### src/hdl/battery_charge_discharge_rotation_macros.svh
// Assertion macros shared by the rotation controller RTL.
// Needs no package; each macro takes clock, reset and the checked terms.
`ifndef BATTERY_CHARGE_DISCHARGE_ROTATION_MACROS_SVH
`define BATTERY_CHARGE_DISCHARGE_ROTATION_MACROS_SVH

// Same-cycle implication, checked out of reset.
`define BCDR_ASSERT_SAME(label, clk, rst_n, pre, post, msg) \
  label: assert property (@(posedge clk) disable iff (!rst_n) (pre) |-> (post)) \
    else $error(msg);

// Next-cycle implication, checked out of reset.
`define BCDR_ASSERT_NEXT(label, clk, rst_n, pre, post, msg) \
  label: assert property (@(posedge clk) disable iff (!rst_n) (pre) |=> (post)) \
    else $error(msg);

`endif

### src/hdl/bcdr_pkg.sv
// Shared types and constants of the battery rotation controller.
// No dependencies; every design module uses it by scoped names.
package bcdr_pkg;

  localparam int NUM_VOLTS = 5;
  localparam int MV_W      = 16;
  localparam int TICK_W    = 32;
  localparam int IDX_W     = 3;
  localparam int BAD_W     = 8;
  localparam int CFG_IDX_W = 2;
  localparam int CFG_W     = 32;

  localparam logic [MV_W-1:0]  PRESENT_MV    = 16'd2500;
  localparam logic [BAD_W-1:0] DIS_BAD_LIMIT = 8'd5;
  localparam logic [BAD_W-1:0] CHG_BAD_LIMIT = 8'd10;
  localparam logic [BAD_W-1:0] BAD_SAT       = 8'd255;

  localparam logic [MV_W-1:0]   RST_MAX_CHARGE_MV    = 16'd4200;
  localparam logic [MV_W-1:0]   RST_MIN_DISCHARGE_MV = 16'd3300;
  localparam logic [TICK_W-1:0] RST_CHARGE_INTERVAL  = 32'd60000;
  localparam logic [TICK_W-1:0] RST_DIS_INTERVAL     = 32'd60000;

  typedef enum logic [CFG_IDX_W-1:0] {
    REG_MAX_CHARGE_MV      = 2'd0,
    REG_MIN_DISCHARGE_MV   = 2'd1,
    REG_CHARGE_INTERVAL    = 2'd2,
    REG_DISCHARGE_INTERVAL = 2'd3
  } cfg_reg_e;

  typedef logic [NUM_VOLTS-1:0][MV_W-1:0] volt_vec_t;

  typedef struct packed {
    logic [TICK_W-1:0] now_tick;
    logic [MV_W-1:0]   volt_0;
    logic [MV_W-1:0]   volt_1;
    logic [MV_W-1:0]   volt_2;
    logic [MV_W-1:0]   volt_3;
    logic [MV_W-1:0]   volt_4;
    logic [1:0]        backup_index;
  } in_beat_t;

  typedef struct packed {
    logic [IDX_W-1:0]     discharge_target;
    logic                 discharge_found;
    logic [IDX_W-1:0]     charge_target;
    logic                 charge_found;
    logic [NUM_VOLTS-1:0] present_mask;
  } out_beat_t;

  // Per-battery flags from one lane.
  typedef struct packed {
    logic present;
    logic dis_ok;    // present and above the discharge floor
    logic chg_ok;    // present and below the charge ceiling
    logic dis_low;   // at or below the discharge floor
    logic chg_high;  // at or above the charge ceiling
  } lane_t;

  // Selection or hold result of one side.
  typedef struct packed {
    logic             found;
    logic [IDX_W-1:0] idx;
  } pick_t;

endpackage

### src/hdl/bcdr_lane.sv
// One battery lane: threshold compares on a single voltage.
// Depends on bcdr_pkg.
module bcdr_lane (
  input  logic [bcdr_pkg::MV_W-1:0] volt,
  input  logic [bcdr_pkg::MV_W-1:0] max_charge_mv,
  input  logic [bcdr_pkg::MV_W-1:0] min_discharge_mv,
  output bcdr_pkg::lane_t           flags
);

  always_comb begin
    flags.present  = (volt >= bcdr_pkg::PRESENT_MV);
    flags.dis_ok   = flags.present && (volt > min_discharge_mv);
    flags.chg_ok   = flags.present && (volt < max_charge_mv);
    flags.dis_low  = (volt <= min_discharge_mv);
    flags.chg_high = (volt >= max_charge_mv);
  end

endmodule

### src/hdl/bcdr_pick.sv
// Merge stage: picks the highest (or lowest) eligible lane voltage.
// Ties go to the lowest index. Depends on bcdr_pkg.
module bcdr_pick #(
  parameter int NUM    = 4,
  parameter bit IS_MIN = 1'b0
) (
  input  bcdr_pkg::volt_vec_t                volts,
  input  logic [bcdr_pkg::NUM_VOLTS-1:0]     elig,
  output bcdr_pkg::pick_t                    pick
);

  logic [bcdr_pkg::MV_W-1:0] best;

  always_comb begin
    pick = '0;
    best = '0;
    for (int i = 0; i < NUM; i++) begin
      if (elig[i] && (!pick.found ||
          (IS_MIN ? (volts[i] < best) : (volts[i] > best)))) begin
        pick.found = 1'b1;
        pick.idx   = bcdr_pkg::IDX_W'(i);
        best       = volts[i];
      end
    end
  end

endmodule

### src/hdl/bcdr_side.sv
// One rotation side (charge or discharge): hold state, interval and
// bad-reading tracking, and the idle search. Depends on bcdr_pkg, bcdr_pick.
`include "battery_charge_discharge_rotation_macros.svh"
module bcdr_side #(
  parameter int NUM_SEARCH = 4,
  parameter bit IS_CHARGE  = 1'b0
) (
  input  logic                               clk,
  input  logic                               rst_n,
  input  logic                               advance,
  input  logic [bcdr_pkg::TICK_W-1:0]        now_tick,
  input  logic [bcdr_pkg::TICK_W-1:0]        interval,
  input  bcdr_pkg::volt_vec_t                volts,
  input  logic [bcdr_pkg::NUM_VOLTS-1:0]     qual,
  input  logic [bcdr_pkg::NUM_VOLTS-1:0]     bad,
  output bcdr_pkg::pick_t                    res
);

  localparam logic [bcdr_pkg::BAD_W-1:0] BAD_LIMIT =
    IS_CHARGE ? bcdr_pkg::CHG_BAD_LIMIT : bcdr_pkg::DIS_BAD_LIMIT;

  logic                          active_r, active_nxt;
  logic [bcdr_pkg::TICK_W-1:0]   start_r, start_nxt;
  logic [bcdr_pkg::IDX_W-1:0]    cur_r, cur_nxt;
  logic [bcdr_pkg::IDX_W-1:0]    prev_r, prev_nxt;
  logic [bcdr_pkg::BAD_W-1:0]    bad_r, bad_nxt;

  logic [bcdr_pkg::NUM_VOLTS-1:0] elig;
  logic [bcdr_pkg::TICK_W-1:0]    elapsed;
  logic [bcdr_pkg::BAD_W-1:0]     bad_inc;
  bcdr_pkg::pick_t                pick;
  bcdr_pkg::pick_t                sel;

  // Exclude the battery used last from the first search.
  assign elig = qual & ~(bcdr_pkg::NUM_VOLTS'(1) << prev_r);

  bcdr_pick #(
    .NUM    (NUM_SEARCH),
    .IS_MIN (IS_CHARGE)
  ) u_pick (
    .volts (volts),
    .elig  (elig),
    .pick  (pick)
  );

  assign elapsed = now_tick - start_r;
  assign bad_inc = (bad_r == bcdr_pkg::BAD_SAT) ? bcdr_pkg::BAD_SAT
                                                 : bad_r + bcdr_pkg::BAD_W'(1);

  // Discharge falls back to the last battery when it alone qualifies.
  always_comb begin
    sel = pick;
    if (!IS_CHARGE && !pick.found && qual[prev_r]) begin
      sel.found = 1'b1;
      sel.idx   = prev_r;
    end
  end

  always_comb begin
    active_nxt = active_r;
    start_nxt  = start_r;
    cur_nxt    = cur_r;
    prev_nxt   = prev_r;
    bad_nxt    = bad_r;
    if (!active_r) begin
      res = sel;
      if (sel.found) begin
        active_nxt = 1'b1;
        start_nxt  = now_tick;
        cur_nxt    = sel.idx;
      end
    end else begin
      res.found = 1'b1;
      res.idx   = cur_r;
      if (elapsed >= interval) begin
        prev_nxt   = cur_r;
        active_nxt = 1'b0;
      end else if (bad[cur_r]) begin
        bad_nxt = bad_inc;
        if (bad_inc >= BAD_LIMIT) begin
          prev_nxt   = cur_r;
          active_nxt = 1'b0;
        end
      end else begin
        bad_nxt = '0;
      end
    end
  end

  always_ff @(posedge clk) begin
    if (!rst_n) begin
      active_r <= 1'b0;
      start_r  <= '0;
      cur_r    <= '0;
      prev_r   <= '0;
      bad_r    <= '0;
    end else if (advance) begin
      active_r <= active_nxt;
      start_r  <= start_nxt;
      cur_r    <= cur_nxt;
      prev_r   <= prev_nxt;
      bad_r    <= bad_nxt;
    end
  end

  `BCDR_ASSERT_SAME(a_cur_in_range, clk, rst_n, active_r, cur_r < NUM_SEARCH, "held battery outside search range")
  `BCDR_ASSERT_SAME(a_prev_in_range, clk, rst_n, 1'b1, prev_r < NUM_SEARCH, "last battery outside search range")
  `BCDR_ASSERT_NEXT(a_bad_limit_release, clk, rst_n, advance && active_r && bad[cur_r] && (bad_inc >= BAD_LIMIT), !active_r, "bad-reading limit did not release the battery")

endmodule

### src/hdl/battery_charge_discharge_rotation.sv
// Battery charge/discharge rotation controller, top level.
// Depends on bcdr_pkg, bcdr_lane, bcdr_pick, bcdr_side.
//
// Usage:
//   Input channel (in_valid/in_stall/in_data): one beat per poll, carrying
//   the time stamp, five battery voltages and the backup index.
//   Result channel (out_valid/out_stall/out_data): one beat per poll with
//   the discharge and charge targets, their found flags and the present mask.
//   Config port (cfg_we/cfg_index/cfg_wdata): single-cycle register writes,
//   no read-back; write only while no poll is in flight.
// Output: an accepted poll's result is registered, not driven combinationally.
// Throughput: one poll per cycle while in_stall is low. Five lane comparators
//   and one merge per side settle within the accept cycle; both sides update
//   their hold state on that same edge, so the next poll can follow at once.
// Stall: results go to an output register backed by one skid entry. While
//   the receiver stalls, a second poll is still taken into the skid entry;
//   in_stall rises only once the skid entry holds a beat.
// Reset (rst_n low, synchronous): both sides go idle with battery 0 as the
//   last battery, bad counts clear, config registers return to their defaults
//   and both output entries empty.
`include "battery_charge_discharge_rotation_macros.svh"
module battery_charge_discharge_rotation #(
  parameter int MAIN_BATTERIES         = 4,
  parameter int EXTRA_CHARGE_BATTERIES = 0
) (
  input  logic                                clk,
  input  logic                                rst_n,
  // input channel
  input  logic                                in_valid,
  output logic                                in_stall,
  input  bcdr_pkg::in_beat_t                  in_data,
  // result channel
  output logic                                out_valid,
  input  logic                                out_stall,
  output bcdr_pkg::out_beat_t                 out_data,
  // configuration port
  input  logic                                cfg_we,
  input  logic [bcdr_pkg::CFG_IDX_W-1:0]      cfg_index,
  input  logic [bcdr_pkg::CFG_W-1:0]          cfg_wdata
);

  // ---------------------------------------------------------------------------
  // Configuration registers
  // ---------------------------------------------------------------------------
  logic [bcdr_pkg::MV_W-1:0]   max_charge_mv_r;
  logic [bcdr_pkg::MV_W-1:0]   min_discharge_mv_r;
  logic [bcdr_pkg::TICK_W-1:0] charge_interval_r;
  logic [bcdr_pkg::TICK_W-1:0] discharge_interval_r;

  always_ff @(posedge clk) begin
    if (!rst_n) begin
      max_charge_mv_r      <= bcdr_pkg::RST_MAX_CHARGE_MV;
      min_discharge_mv_r   <= bcdr_pkg::RST_MIN_DISCHARGE_MV;
      charge_interval_r    <= bcdr_pkg::RST_CHARGE_INTERVAL;
      discharge_interval_r <= bcdr_pkg::RST_DIS_INTERVAL;
    end else if (cfg_we) begin
      case (bcdr_pkg::cfg_reg_e'(cfg_index))
        bcdr_pkg::REG_MAX_CHARGE_MV:      max_charge_mv_r      <= cfg_wdata[bcdr_pkg::MV_W-1:0];
        bcdr_pkg::REG_MIN_DISCHARGE_MV:   min_discharge_mv_r   <= cfg_wdata[bcdr_pkg::MV_W-1:0];
        bcdr_pkg::REG_CHARGE_INTERVAL:    charge_interval_r    <= cfg_wdata;
        bcdr_pkg::REG_DISCHARGE_INTERVAL: discharge_interval_r <= cfg_wdata;
        default: ;
      endcase
    end
  end

  // ---------------------------------------------------------------------------
  // Handshake
  // ---------------------------------------------------------------------------
  logic                skid_valid_r;
  logic                out_valid_r;
  bcdr_pkg::out_beat_t out_data_r;
  bcdr_pkg::out_beat_t skid_data_r;
  logic                in_acc;
  logic                out_take;

  assign in_stall  = skid_valid_r;
  assign in_acc    = in_valid && !skid_valid_r;
  assign out_take  = out_valid_r && !out_stall;
  assign out_valid = out_valid_r;
  assign out_data  = out_data_r;

  // ---------------------------------------------------------------------------
  // Lanes: one comparator set per battery
  // ---------------------------------------------------------------------------
  bcdr_pkg::volt_vec_t              volts;
  bcdr_pkg::lane_t                  lane_flags [bcdr_pkg::NUM_VOLTS];
  logic [bcdr_pkg::NUM_VOLTS-1:0]   present_mask;
  logic [bcdr_pkg::NUM_VOLTS-1:0]   dis_qual;
  logic [bcdr_pkg::NUM_VOLTS-1:0]   chg_qual;
  logic [bcdr_pkg::NUM_VOLTS-1:0]   dis_bad;
  logic [bcdr_pkg::NUM_VOLTS-1:0]   chg_bad;

  assign volts = {in_data.volt_4, in_data.volt_3, in_data.volt_2,
                  in_data.volt_1, in_data.volt_0};

  for (genvar g = 0; g < bcdr_pkg::NUM_VOLTS; g++) begin : g_lane
    bcdr_lane u_lane (
      .volt             (volts[g]),
      .max_charge_mv    (max_charge_mv_r),
      .min_discharge_mv (min_discharge_mv_r),
      .flags            (lane_flags[g])
    );
    assign present_mask[g] = lane_flags[g].present;
    assign dis_qual[g]     = lane_flags[g].dis_ok;
    assign chg_qual[g]     = lane_flags[g].chg_ok;
    assign dis_bad[g]      = lane_flags[g].dis_low;
    assign chg_bad[g]      = lane_flags[g].chg_high;
  end

  // ---------------------------------------------------------------------------
  // Sides: discharge searches the main batteries, charge adds the extras
  // ---------------------------------------------------------------------------
  bcdr_pkg::pick_t dis_res;
  bcdr_pkg::pick_t chg_res;

  bcdr_side #(
    .NUM_SEARCH (MAIN_BATTERIES),
    .IS_CHARGE  (1'b0)
  ) u_dis (
    .clk      (clk),
    .rst_n    (rst_n),
    .advance  (in_acc),
    .now_tick (in_data.now_tick),
    .interval (discharge_interval_r),
    .volts    (volts),
    .qual     (dis_qual),
    .bad      (dis_bad),
    .res      (dis_res)
  );

  bcdr_side #(
    .NUM_SEARCH (MAIN_BATTERIES + EXTRA_CHARGE_BATTERIES),
    .IS_CHARGE  (1'b1)
  ) u_chg (
    .clk      (clk),
    .rst_n    (rst_n),
    .advance  (in_acc),
    .now_tick (in_data.now_tick),
    .interval (charge_interval_r),
    .volts    (volts),
    .qual     (chg_qual),
    .bad      (chg_bad),
    .res      (chg_res)
  );

  // Assemble the result beat; a failed discharge search points at the backup.
  bcdr_pkg::out_beat_t res_beat;

  always_comb begin
    res_beat.discharge_found  = dis_res.found;
    res_beat.discharge_target = dis_res.found ? dis_res.idx
                              : bcdr_pkg::IDX_W'(MAIN_BATTERIES)
                                + {1'b0, in_data.backup_index};
    res_beat.charge_found     = chg_res.found;
    res_beat.charge_target    = chg_res.found ? chg_res.idx
                                              : bcdr_pkg::IDX_W'(MAIN_BATTERIES);
    res_beat.present_mask     = present_mask;
  end

  // ---------------------------------------------------------------------------
  // Output register and skid entry
  // ---------------------------------------------------------------------------
  always_ff @(posedge clk) begin
    if (!rst_n) begin
      out_valid_r  <= 1'b0;
      skid_valid_r <= 1'b0;
    end else if (skid_valid_r) begin
      // Drain the skid entry into the output once the receiver takes a beat.
      if (out_take) begin
        out_valid_r  <= 1'b1;
        skid_valid_r <= 1'b0;
      end
    end else if (in_acc) begin
      if (!out_valid_r || out_take) begin
        out_valid_r <= 1'b1;
      end else begin
        skid_valid_r <= 1'b1;
      end
    end else if (out_take) begin
      out_valid_r <= 1'b0;
    end
  end

  always_ff @(posedge clk) begin
    if (skid_valid_r) begin
      if (out_take) begin
        out_data_r <= skid_data_r;
      end
    end else if (in_acc) begin
      if (!out_valid_r || out_take) begin
        out_data_r <= res_beat;
      end else begin
        skid_data_r <= res_beat;
      end
    end
  end

  `BCDR_ASSERT_SAME(a_skid_needs_out, clk, rst_n, skid_valid_r, out_valid_r, "skid entry full while output register empty")
  `BCDR_ASSERT_NEXT(a_skid_holds, clk, rst_n, skid_valid_r && out_stall, skid_valid_r && out_valid_r, "skid entry lost under stall")
  `BCDR_ASSERT_NEXT(a_accept_shows, clk, rst_n, in_acc && !out_valid_r, out_valid_r && !skid_valid_r, "accepted poll did not reach the output register")

endmodule
### config.mk
export PLATFORM = sky130hd
export DESIGN_NAME = battery_charge_discharge_rotation
export DESIGN_NICKNAME = d
export VERILOG_FILES = /design/src/hdl/bcdr_pkg.sv /design/src/hdl/bcdr_lane.sv /design/src/hdl/bcdr_pick.sv /design/src/hdl/bcdr_side.sv /design/src/hdl/battery_charge_discharge_rotation.sv
export VERILOG_INCLUDE_DIRS = /design/src /design/src/hdl
export SDC_FILE = /design/constraint.sdc
export NUM_CORES = 1
export LEC_CHECK = 0
export BUFFER_PORTS_ARGS = -buffer_cell sky130_fd_sc_hd__buf_2
export CAP_MARGIN = 10
export CORE_AREA = 2 2 215 154
export DETAILED_ROUTE_END_ITERATION = 8
export DIE_AREA = 0 0 217 156
export PLACE_DENSITY_LB_ADDON = 0.05
export SLEW_MARGIN = 20
export SYNTH_ARGS = -nofsm -noshare
export SYNTH_HDL_FRONTEND = slang
export SYNTH_SLANG_ARGS = --single-unit
### constraint.sdc
create_clock -name clk -period 9.4 [get_ports clk]
set_input_delay 0 -clock clk [delete_from_list [all_inputs] [get_ports clk]]
set_output_delay 0 -clock clk [all_outputs]
set_load 0.03 [all_outputs]
* Yosys cells after proc, flatten, opt, wreduce, memory -nomap -nowiden
Index checks and enable logic that the tools add are counted.
** Storage, ports and cells
- Register bits :: 218
- Logic and storage cells :: 201
- Bits in writable memories :: 0
- Input bits :: 153
- Bits in latches :: 0
- Memories kept :: 0
- Bits in read-only memories :: 0
** Cells by class
- Equality and inequality tests :: 7
- Bitwise logic cells :: 10
- Shift operators :: 2
- Magnitude comparators :: 37
- Muxes and demuxes :: 58
- Div/mod/pow operators :: 0
- Multiply operators :: 0
- Reduce and logical (&&, ||, !) cells :: 56
- $add $sub $neg :: 5
** Operators by type and width (number)
- $gt A16 B16 Y1 :: 8
- $lt A16 B16 Y1 :: 7
- $mux W16 :: 6
- $ge A16 B12 Y1 const B :: 5
- $ge A16 B16 Y1 :: 5
- $le A16 B16 Y1 :: 5
- $ge A32 B32 Y1 :: 2
- $sub A32 B32 Y32 :: 2
- $mux W13 :: 4
- $mux W4 :: 11
- $mux W8 :: 4
- $mux W3 :: 8
- $mux W1 :: 22
- $reduce_and A3 Y1 :: 7
- $logic_and A1 B1 Y1 :: 18
- $add A8 B1 Y8 const B :: 2
- $eq A8 B8 Y1 const B :: 2
- $reduce_bool A2 Y1 :: 7
- $lt A3 B4 Y1 const B :: 3
- $logic_not A1 Y1 :: 10
- $bmux W1 S3 :: 3
- $and A4 B4 Y4 :: 2
- $ge A8 B3 Y1 const B :: 1
- $ge A8 B4 Y1 const B :: 1
- 12 further kinds :: 30

* Logic depth before layout (Yosys ltp)
- Depth after elaboration :: 24
- Mapped depth :: 46
- Mapped depth without buffers :: 44

* Cells and area by module
Synthesis repeated with hierarchy kept, for this count alone.
** Unflattened totals
- Cell total of the unflattened synthesis :: 2744
- Area, all modules :: 21664.5 um^2
** Modules (own cells, without submodules)
- bcdr_side (u_dis) :: area each 4825.9 um^2, cells each 657, instances 1
- battery_charge_discharge_rotation :: area each 4789.6 um^2, cells each 418, instances 1
- bcdr_side (u_chg) :: area each 4458.0 um^2, cells each 591, instances 1
- bcdr_lane :: area each 847.1 um^2, cells each 121, instances 5
- bcdr_pick (u_dis.u_pick) :: area each 1725.4 um^2, cells each 245, instances 1
- bcdr_pick (u_chg.u_pick) :: area each 1630.3 um^2, cells each 228, instances 1

* Worst setup path after synthesis
No wires, ideal clock.
- Path type :: reg-to-reg
- Start point :: reg min_discharge_mv_r[9] in the netlist's numbering
- End point :: reg out_data_r, in the netlist out_data[11] (data pin)
- Path buffers :: 3
- Library setup time :: 0.268 ns
- Period minus slack after synthesis :: 8.028 ns
- Arrival :: 7.760 ns
- Data required time :: 9.132 ns
- Path slack :: 1.372 ns
- Cell stages (with the launch flop) :: 45
- Cells stage by stage :: dfxtp_1 inv_1 ha_1 a21o_1 a21o_1 a21o_1 a2111oi_0 nor4_1 o21ai_1 nor2_1 clkbuf_1 nand2_1 ha_1 a21o_1 a21o_1 a21oi_1 nor2b_1 o21ai_0 [9 not listed] a211oi_1 o31a_1 or3_1 o21a_1 clkbuf_1 o21ai_1 ha_1 nor2b_1 o21a_1 o21a_1 o21a_1 o21ai_1 a211o_1 o211ai_1 nand3_1 a31oi_1 a211oi_1 o31ai_1
** On the way
- Cells in the longest elaborated chain, start to end :: 24
- Elaborated cells between the ends (all ways) :: 40
** RTL lines
- start: declaration :: line battery_charge_discharge_rotation.sv:46 : logic [bcdr_pkg::MV_W-1:0] min_discharge_mv_r;
- start signal: assignment :: line battery_charge_discharge_rotation.sv:53 : min_discharge_mv_r <= bcdr_pkg::RST_MIN_DISCHARGE_MV;
- start signal: assignment :: line battery_charge_discharge_rotation.sv:59 : bcdr_pkg::REG_MIN_DISCHARGE_MV: min_discharge_mv_r <= cfg_wdata[bcdr_pkg::MV_W-1:0];
- $gt A16 B16 Y1 :: line bcdr_lane.sv:12 : flags.dis_ok = flags.present && (volt > min_discharge_mv);
- $logic_and A1 B1 Y1 :: line bcdr_lane.sv:12
- $and A4 B4 Y4 :: line bcdr_side.sv:35 : assign elig = qual & ~(bcdr_pkg::NUM_VOLTS'(1) << prev_r);
- $mux W16 or $mux W4 (tied branches) :: line bcdr_pick.sv:18 : if (elig[i] && (!pick.found ||
- $gt A16 B16 Y1 or $logic_not A1 Y1 (tied branches) :: line bcdr_pick.sv:19, bcdr_pick.sv:18
- $logic_or A1 B1 Y1 :: line bcdr_pick.sv:18
- $logic_and A1 B1 Y1 :: line bcdr_pick.sv:18
- $mux W16 or $mux W4 (tied branches) :: line bcdr_pick.sv:18
- [8 not listed]
- $logic_not A1 Y1 :: line bcdr_side.sv:53 : if (!IS_CHARGE && !pick.found && qual[prev_r]) begin
- $logic_and A1 B1 Y1 :: line bcdr_side.sv:53
- $mux W4 * :: line bcdr_side.sv:53
- $mux W4 * :: line bcdr_side.sv:65 : if (!active_r) begin
- $mux W3 * :: line battery_charge_discharge_rotation.sv:152 : res_beat.discharge_target = dis_res.found ? dis_res.idx
- $mux W13 * :: line battery_charge_discharge_rotation.sv:191 : if (!out_valid_r || out_take) begin
- $mux W13 * :: line battery_charge_discharge_rotation.sv:190 : end else if (in_acc) begin
- $mux W13 * :: line battery_charge_discharge_rotation.sv:186 : if (skid_valid_r) begin
- end signal: assignment :: line battery_charge_discharge_rotation.sv:188 : out_data_r <= skid_data_r;
- end signal: assignment :: line battery_charge_discharge_rotation.sv:192 : out_data_r <= res_beat;
- end: declaration :: line battery_charge_discharge_rotation.sv:72 : bcdr_pkg::out_beat_t out_data_r;
Mark *: on every way between the ends. The rest lies on a longest branch, timed or not. The select of a mux whose other input is x is not followed.
A chain may end at the register's enable or synchronous reset.

* Worst setup path after layout
Same ends and word-level chain as after synthesis.

==> results.py <==
metrics = {
    "outcome": {
        "outcome": "finished with violations",
        "violations": "hold timing",
    },
    "setup_path": {
        "path_class": "flop to flop",
        "cp_common_cell": "o21ai_1",
        "rr_worst_depth": 46,
        "worstSetupStartpointType": "flop",
        "slowest_delay_ps": 490,
        "path_buf_inv": 3,
        "crit_cells": 46,
        "crit_slowest_cell": "or3_1",
        "end_kind": "flop",
        "worstPathMaxFanout": 16,
        "required_ps": 9670,
        "path_delay_family": "compound AO/OA/AOI/OAI gates",
        "cp.arrival_ps": 9130,
    },
    "routing": {
        "vias": 20101,
        "antenna_left": 0,
        "wirelength_mm": 68.5,
        "drc": 0,
        "drt_first_pass_iters": 8,
        "viasPerCell": 6.41,
        "wire_per_inst_um": 21.9,
        "drt_iter0_markers": 2449,
    },
    "cts": {
        "clk_latency_ps": 540,
        "cts_buffer_depth": 3,
        "h-tree-depth": 1,
        "clk_pin_slew_ps": 60,
        "cts_root_buffer": "clkbuf_16",
        "cts_inserted_buffers": 23,
        "post_cts_buffers": 0,
        "cts_tree": "yes",
        "clock-sinks": 216,
    },
    "pwr": {
        "power_uw": 3310,
        "p_per_area_nw_per_um2": 148,
        "p_leak_uw": 0.00972,
        "ir_drop_mv": 0.136,
    },
    "timing": {
        "tightestPinTransition_ps": 952,
        "fin_tns_setup_ps": 0,
        "period_share": 0.942,
        "final-hold-violation-count": 4,
        "period_minus_slack_ps": 8860,
        "finalClockSkew_ps": 23.2,
        "max_freq_mhz": 113,
        "finalSetupViolCount": 0,
        "rsz0062_at_grt": "false",
        "hold_ws_ps": -11.7,
        "finalMaxSlewViolations": 0,
        "max_slew_margin": 0.360,
    },
    "cells_and_area": {
        "fillers": 2514,
        "utilization": 0.704,
        "drive_gt1_frac": 0.0999,
        "final_cell_mix": "ha_1, nand2_1, a21oi_1, inv_1, dfxtp_1",
        "nets": 3206,
        "area_growth_pct": 15.1,
        "final_common_cell": "ha_1",
        "fin_cells": 3135,
    },
    "die": {
        "die_w_um": 217,
        "ioPinCount": 168,
        "die_area_sq_um": 33900,
        "start_util": 0.611,
        "fp.coreArea_sq_um": 31800,
        "die_h_um": 156,
        "rows": 55,
    },
    "synth": {
        "ys_dominant_reg_cell": "dfxtp_1",
        "yosysWarnings": 0,
        "yosys_register_bits": 216,
        "synth_nets": 2986,
        "ys_types": 75,
        "synth_edf_count": 26,
        "synth_area_sq_um": 19400,
        "async_flop_share": 0,
        "netlist_instances": 2466,
        "synth-seq-area-share": 0.236,
        "synth_area_per_cell_sq_um": 7.88,
    },
    "global_route": {
        "grt_pass1_vias": 18764,
        "gr-usage-all-layers": 0.396,
        "grt_pass1_wl_mm": 105,
        "antenna_found_initial": 3,
        "overflow": 0,
        "grt_max_degree": 81,
    },
    "placement": {
        "hpwlAfterDp_mm": 52.1,
        "routabilityCongestion": 1.04,
        "placed_cells": 3012,
        "placement.io_buffers": 167,
    },
    "min_path": {
        "hold_class": "input port to flop",
        "whs_path_depth": 4,
    },
    "flow_run": {
        "drv_cap": 0,
    },
}
[layout make-up]
class	count	area, sq um	share of cell area
tap	427	534	0.0239
antenna	6	15.0	0.000671
timing repair buffer	268	1790	0.0799
inverter	208	783	0.0350
sequential	216	4580	0.205
clock inverter	11	184	0.00822
clock buffer	30	642	0.0287
multi-input combinational	1969	13800	0.619
[flip-flops by register name (all words and copies together), names as in the netlist, 3 cells and up]
signal                cells
max_charge_mv_r          16
u_dis.cur_r               3
out_data                 13
u_chg.bad_r               8
charge_interval_r        32
u_dis.bad_r               8
u_dis.start_r            32
skid_data_r              13
discharge_interval_r     32
u_chg.start_r            32
u_dis.prev_r              3
min_discharge_mv_r       16
[repair_timing]
item / CTS / global route
gates resized for setup: 0 / 6
endpoints found under the hold margin: 169 / 0
endpoints found under the setup margin: 0 / 9
hold buffers: 76 / 0
[worst paths after layout]
check / endpoint / startpoint / slack [ps]
min: max_charge_mv_r[11] / cfg_index[0] / -10
min reg2reg: max_charge_mv_r[15] / max_charge_mv_r[15] / 450
max reg2reg: out_data[11] / min_discharge_mv_r[9] / 540
max: out_data[11] / min_discharge_mv_r[9] / 540
[Yosys cell counts (40+ instances only)]
master / instances / area [sq um]
dfxtp_1: 190 / 3800
clkbuf_1: 67 / 251
ha_1: 365 / 4570
nand2_1: 362 / 1360
nor2_1: 135 / 507
o21ai_1: 86 / 430
a21o_1: 111 / 833
o21ai_0: 44 / 220
nand3_1: 44 / 220
nand4_1: 49 / 307
xnor2_1: 50 / 438
inv_1: 202 / 758
o211ai_1: 40 / 300
a21oi_1: 252 / 1260
[cells by family (layout without fill, tap and decap cells)]
family	count (synthesis)	after routing	synth area share
xor+xnor	61	61	0.0275
other cells	0	6	0
buf+inv	281	517	0.0546
fa+ha+maj	367	367	0.237
mux	60	60	0.0325
compound gates	703	703	0.227
flops	216	216	0.236
simple gates	778	778	0.185
[metrics by stage]
stage	setup slack (ps)	hold slack [ps]	cell area, sq um
floorplan	1370	136	19400
CTS	396	23.7	22300
finish	542	-11.7	22400
detailed placement	410	267	20700
global route	47.4	11.5	22400
global placement	493	264	20700
[layer usage]
layer  track usage  vias to the layer above  wire [um]
li1              -                     9354          -
met5             0                        -          0
met3        0.0852                      172       7550
met1         0.570                     9453      30400
met2         0.592                     1122      28600
met4         0.111                        0       2000
[power by group]
part | internal [uW] | leakage [uW] | switching [uW] | total (uW)
combinational | 506 | 0.00753 | 761 | 1270
sequential | 987 | 0.00178 | 32.9 | 1020
clock | 618 | 0.000411 | 401 | 1020
[worst min-delay path: stages]
cell	delay, ps
buf_2	180
nor3b_4	140
nand2_1	90
a21oi_1	50
No activity file was read; power rests on OpenSTA's default activity.
